### src/rtl/core/kcst_pkg.sv
// kcst_pkg: shared widths, command codes, controller states and the
// command/status structs between the keyed count/sum table controller and datapath.
// no dependencies
package kcst_pkg;

    localparam int KEY_W               = 31;
    localparam int RATING_W            = 16;
    localparam int FIRST_W             = 16;
    localparam int COUNT_W             = 32;
    localparam int SUM_W               = 48;
    localparam int IN_DATA_W           = 64;
    localparam int DEFAULT_TABLE_DEPTH = 256;

    localparam logic [COUNT_W-1:0] COUNT_MAX = '1;
    localparam logic [SUM_W-1:0]   SUM_MAX   = '1;

    typedef enum logic {
        CMD_ACCUMULATE = 1'b0,
        CMD_SEARCH     = 1'b1
    } command_t;

    typedef enum logic [1:0] {
        ST_IDLE,
        ST_SCAN,
        ST_UPDATE
    } state_t;

    // controller to datapath
    typedef struct packed {
        logic load;
        logic scan;
        logic update;
    } ctrl_cmd_t;

    // datapath to controller
    typedef struct packed {
        logic hit;
        logic miss;
        logic out_free;
    } dp_status_t;

endpackage

### src/rtl/core/kcst_ctrl.sv
// kcst_ctrl: sequencer for the keyed count/sum table, steps each word
// through accept, entry scan and update. depends on kcst_pkg
module kcst_ctrl (
    input  logic               clk,
    input  logic               rst_n,
    input  logic               s_tvalid,
    output logic               s_tready,
    input  kcst_pkg::dp_status_t status,
    output kcst_pkg::ctrl_cmd_t  cmd
);
    import kcst_pkg::*;

    state_t state_reg;
    state_t state_next;

    always_ff @(posedge clk or negedge rst_n)
    begin
        if (!rst_n)
        begin
            state_reg <= ST_IDLE;
        end
        else
        begin
            state_reg <= state_next;
        end
    end

    always_comb
    begin
        state_next = state_reg;
        case (state_reg)
            ST_IDLE:
            begin
                if (s_tvalid)
                begin
                    state_next = ST_SCAN;
                end
            end
            ST_SCAN:
            begin
                if (status.hit || status.miss)
                begin
                    state_next = ST_UPDATE;
                end
            end
            ST_UPDATE:
            begin
                if (status.out_free)
                begin
                    state_next = ST_IDLE;
                end
            end
            default:
            begin
                state_next = ST_IDLE;
            end
        endcase
    end

    always_comb
    begin
        s_tready   = 1'b0;
        cmd.load   = 1'b0;
        cmd.scan   = 1'b0;
        cmd.update = 1'b0;
        case (state_reg)
            ST_IDLE:
            begin
                s_tready = 1'b1;
                cmd.load = s_tvalid;
            end
            ST_SCAN:
            begin
                cmd.scan = 1'b1;
            end
            ST_UPDATE:
            begin
                // hold the update until the output register can take the result
                cmd.update = status.out_free;
            end
            default:
            begin
                s_tready = 1'b0;
            end
        endcase
    end

endmodule

### config.mk
export PLATFORM = sky130hd
export DESIGN_NAME = kcst_ctrl
export DESIGN_NICKNAME = d
export VERILOG_FILES = /design/src/rtl/core/kcst_pkg.sv /design/src/rtl/core/kcst_ctrl.sv
export SDC_FILE = /design/constraint.sdc
export NUM_CORES = 1
export LEC_CHECK = 0
export BUFFER_PORTS_ARGS = -buffer_cell sky130_fd_sc_hd__buf_2
export CORE_AREA = 2 2 39 41
export CTS_CLUSTER_SIZE = 40
export DETAILED_ROUTE_END_ITERATION = 7
export DIE_AREA = 0 0 41 43
export PLACE_DENSITY = 0.38
export SKIP_LAST_GASP = 1
export SLEW_MARGIN = 20
export SYNTH_ARGS = -nofsm -noshare
export SYNTH_HDL_FRONTEND = slang
export SYNTH_SLANG_ARGS = --single-unit
### constraint.sdc
create_clock -name clk -period 0.8 [get_ports clk]
set_clock_uncertainty 0.1 [all_clocks]
set_input_delay 0.16 -clock clk [delete_from_list [all_inputs] [get_ports clk]]
set_output_delay 0.16 -clock clk [all_outputs]
set_load 0.01 [all_outputs]
## Yosys cells after proc, flatten, opt, wreduce, memory -nomap -nowiden

Index checks and enable logic that the tools add are counted.

| storage, ports and cells | value |
|---|---|
| register bits after elaboration | 2 |
| output and inout bits | 4 |
| word-level logic and storage cells | 17 |

| cells by class | value |
|---|---|
| equal/unequal tests | 5 |
| muxes and demuxes | 8 |
| reduce and logical (&&, ||, !) cells | 3 |

Operators with widths:

| kind | number |
|---|---|
| 2-bit two-way mux | 3 |
| 2-bit != test, second input constant | 3 |
| 2-bit one-hot mux with 3 select lines | 1 |
| 1-bit two-way mux | 4 |
| 3-bit AND reduction | 1 |
| 2-bit by 1-bit == test with 1-bit output, second input constant | 1 |
| 2-bit == test, second input constant | 1 |
| 2-bit zero test | 1 |
| 1-bit logical OR | 1 |

## Longest topological paths before layout

| depth | value |
|---|---|
| depth in word-level cells | 3 |
| depth in mapped cells | 3 |
| depth with buffers taken out | 3 |

## Worst setup path before layout

No wires, ideal clock.

| path | value |
|---|---|
| kind | flip-flop to output port |
| start | register state_reg[0] |
| end | output cmd[0] in the netlist's numbering |
| arrival time | 0.719 ns |
| required time | 0.540 ns |
| setup slack | -0.179 ns |
| stages on the path, launching flop included | 3 |
| path through | dfrtp_1 > nand2b_1 > nor2_1 |

RTL lines:

| element | RTL line | RTL |
|---|---|---|
| start: declaration | kcst_ctrl.sv:13 | `state_t state_reg;` |
| start signal: assignment | kcst_ctrl.sv:24 | `state_reg <= state_next;` |
| end: declaration | kcst_ctrl.sv:9 | `output kcst_pkg::ctrl_cmd_t cmd` |

==> summary.md <==
| Metric | Value |
|---|---|
| Worst VDD drop | 864 uV |
| Violated checks | negative setup slack |
| CP required | 540 ps |
| Post-synthesis instance total | 12 |
| Fillers | ~150 |
| Initial DRT Pass Iterations | 4 |
| Reg2reg path depth | 4 |
| Final min period | ~1300 ps |
| Initial Util | 0.0796 |
| Post-CTS setup buffer count | 0 |
| Largest family of logic cells by synthesized area | simple AND/OR/NAND/NOR gates |
| Worst skew pair latency | 220 ps |
| Fin. Hold Viols | 0 |
| Die area | approximately 1800 um2 |
| Num rows | 14 |
| I/O Buffers | 9 |
| DRT iter0 DRCs | 3 |
| Internal power | 469 uW |
| FF-to-FF Start | state_reg[0] |
| Number of flops mapped to enable cells by yosys | 0 |
| Hold endpoint | state_reg[1] |
| Synthesized flop and latch total | 2 |
| PnR Total Power | about 720 uW |
| Synth Net Count | 18 |
| Pin count of the biggest net entering global routing | 5 |
| Worst r2r dst | state_reg[0] |
| Die W | roughly 40 um |
| Synth area leader | dfrtp_1 |
| Diode count | 0 |
| Sw Ratio | 0.351 |
| Placed cell count | 38 |
| Synth-to-layout area growth | 97.7% |
| # setup viols final | 6 |
| Pwr dens | between 3000 and 4000 nW/um2 |
| Slew @ Worst Pin | between 150 and 200 ps |
| DP Worst Slack | -241 ps |
| Synth Area in XOR/XNOR | 0 |
| Crit path max fanout | 4 |
| Clock Sinks | 2 |
| Final setup margin | -476 ps |
| WL met2 | 83 um |
| RSZ-0062 raised after global routing | true |
| Logic pwr share | 0.436 |
| Async SR Flop Fraction | 1.00 |
| CTS H-tree lvls | 1 |
| Clock buffer depth | 2 |
| Share of cells above drive strength 1 | 0.654 |
| Startpoint types | flop |
| Complex-gate fraction of the synthesized area | 0.125 |
| Leak | between 0.0001 and 0.00015 uW |
| CP arrival | between 1000 and 1500 ps |
| Fin cells | 42 |
| Synthesis Warnings | 0 |
| Top layer used by detailed routing | met3 |
| Post-synthesis mux area share | 0 |
| Hold WC Path Type | in -> reg |
| Synth Flop Type | dfrtp_1 |
| Final wirelength | 343 um |
| Post-synthesis simple-gate area fraction | 0.352 |
| RD Place Congestion | 0.635 |
| Residual DRC count | 0 |
| Post-layout net count | 34 |
| Root buffer cell | clkbuf_4 |
| Worst hold margin | ~64 ps |
| Mean area per synthesized cell | approximately 9.2 um2 |
| Post-synth top area share | 0.455 |
| Final global-route overflow total | 0 |
| Post-synth top cells | nor2_1 (3), dfrtp_1 (2) |
| Final worst path period share | 1.59 |
| Clock share of power | 0.304 |
| Met3 WL | 66 um |
| Vias | 130 |
| Post-detailed-route count of antenna-violating nets | 0 |
| # IOs | 10 |
| Number of flip-flops in the largest register | 2 |
| Die Span Y | 43 um |
| Vias in the first global route | approximately 140 |
| Core area | 1380 um2 |
| Sequential fraction of design power | 0.260 |
| Seq/Total Area, Yosys | 0.455 |
| Top-count cell post-synth | nor2_1 |
| Mapped cell area | approximately 110 um2 |
| CTS tree | built |
| Crit Path Class | reg -> out |
| Synth Area in Adders | 0 |
| Fin. max-slew vios | 0 |
| Routed len/inst | between 8 and 9 um |
| Final core occ | 0.157 |
| DR vias/cell | approximately 3.1 |
| Slew HR | 0.878 |
| Worst Hold Path Cells | 2 |
| Initial antenna violation count | 0 |
| Achievable frequency | approximately 780 MHz |
| Unique masters post-synth | 9 |
| Top cells by area, synth | dfrtp_1 (45%), nor3b_2 (11%), nor2_1 (10%), nand2b_2 (8.0%), a21o_1 (6.8%) |
| Hold path startpoint | status[0] |
| Met1 Wirelength | ~190 um |
| CP Capture Type | output pin |
| CTS clk-pin slew, worst paths | about 30 ps |
| Reg2Reg Setup Slack | -210 ps |
| All-layer global routing usage | 0.0523 |
| Max cap viols | 0 |
| CTS buffer count | 3 |
| Psw | 254 uW |
| Status | complete, but fails checks |
| First-pass GRT wire length | between 500 and 600 um |
## cell families after synthesis
group,after synthesis
simple gates,6
flops,2
compound gates,2
buf+inv,2
## worst max-delay path by stage
| stage | from | to | slack, ps | depth (start not counted) |
|---|---|---|---|---|
| finish | state_reg[1] | cmd[2] | -480 | 2 |
| global route | state_reg[1] | cmd[2] | -540 | 2 |
| CTS | state_reg[0] | cmd[2] | -480 | 2 |
| detailed placement | state_reg[0] | cmd[0] | -240 | 3 |
| global placement | state_reg[0] | cmd[2] | -250 | 2 |
| floorplan | state_reg[0] | cmd[0] | -150 | 2 |
## power groups by stage
stage	registers, uW	logic, uW	clock network, uW
after global placement	190	313	0
after CTS	187	320	232
final	188	315	219
after global routing	194	353	245
after floorplan	183	173	0
after detailed placement	188	314	0
## metal layers
| layer | global-route usage | vias to the layer above |
|---|---|---|
| li1 | - | 67 |
| met1 | 0.0806 | 51 |
| met2 | 0.0344 | 12 |
| met3 | 0.0524 | 0 |
| met4 | 0.0400 | 0 |
| met5 | 0 | - |
## placed cells by master, fill, tap and decap left out
cell	netlist	routed
buf_4	0	1
nor2_1	3	2
o22ai_1	1	1
nor2_2	0	1
clkbuf_4	0	3
nor3b_2	1	1
inv_2	1	1
a21o_1	1	1
nand2b_1	1	1
inv_1	1	1
nand2b_2	1	1
buf_2	0	9
dlygate4sd3_1	0	1
dfrtp_1	2	2
## worst max-delay path: stages, from the launching register on
cell     delay, ps
dfrtp_1        400
nor3b_2        230
buf_2          160
## layout make-up
class	count	area (um2)	share of cell area
clock buffers	3	22.5	0.103
inverters	2	7.51	0.0345
multi-input cells	8	55.1	0.253
flip-flops and latches	2	50.0	0.230
well taps	16	20.0	0.0920
repair buffers	11	62.6	0.287
## per-stage QoR
stage	area (um2)	TNS, ps
after floorplan	113	-648
final	218	-2070
after global routing	218	-2390
after global placement	185	-1180
after CTS	218	-2120
after detailed placement	185	-1140
## what timing repair did
action	4_1_cts	5_1_grt
endpoints found under the hold margin	2	0
endpoints found under the setup margin	6	6
resized for setup	0	0
hold buffers	1	0
pin swaps	1	2
gates cloned	0	0
No activity file was read; power rests on OpenSTA's default activity.
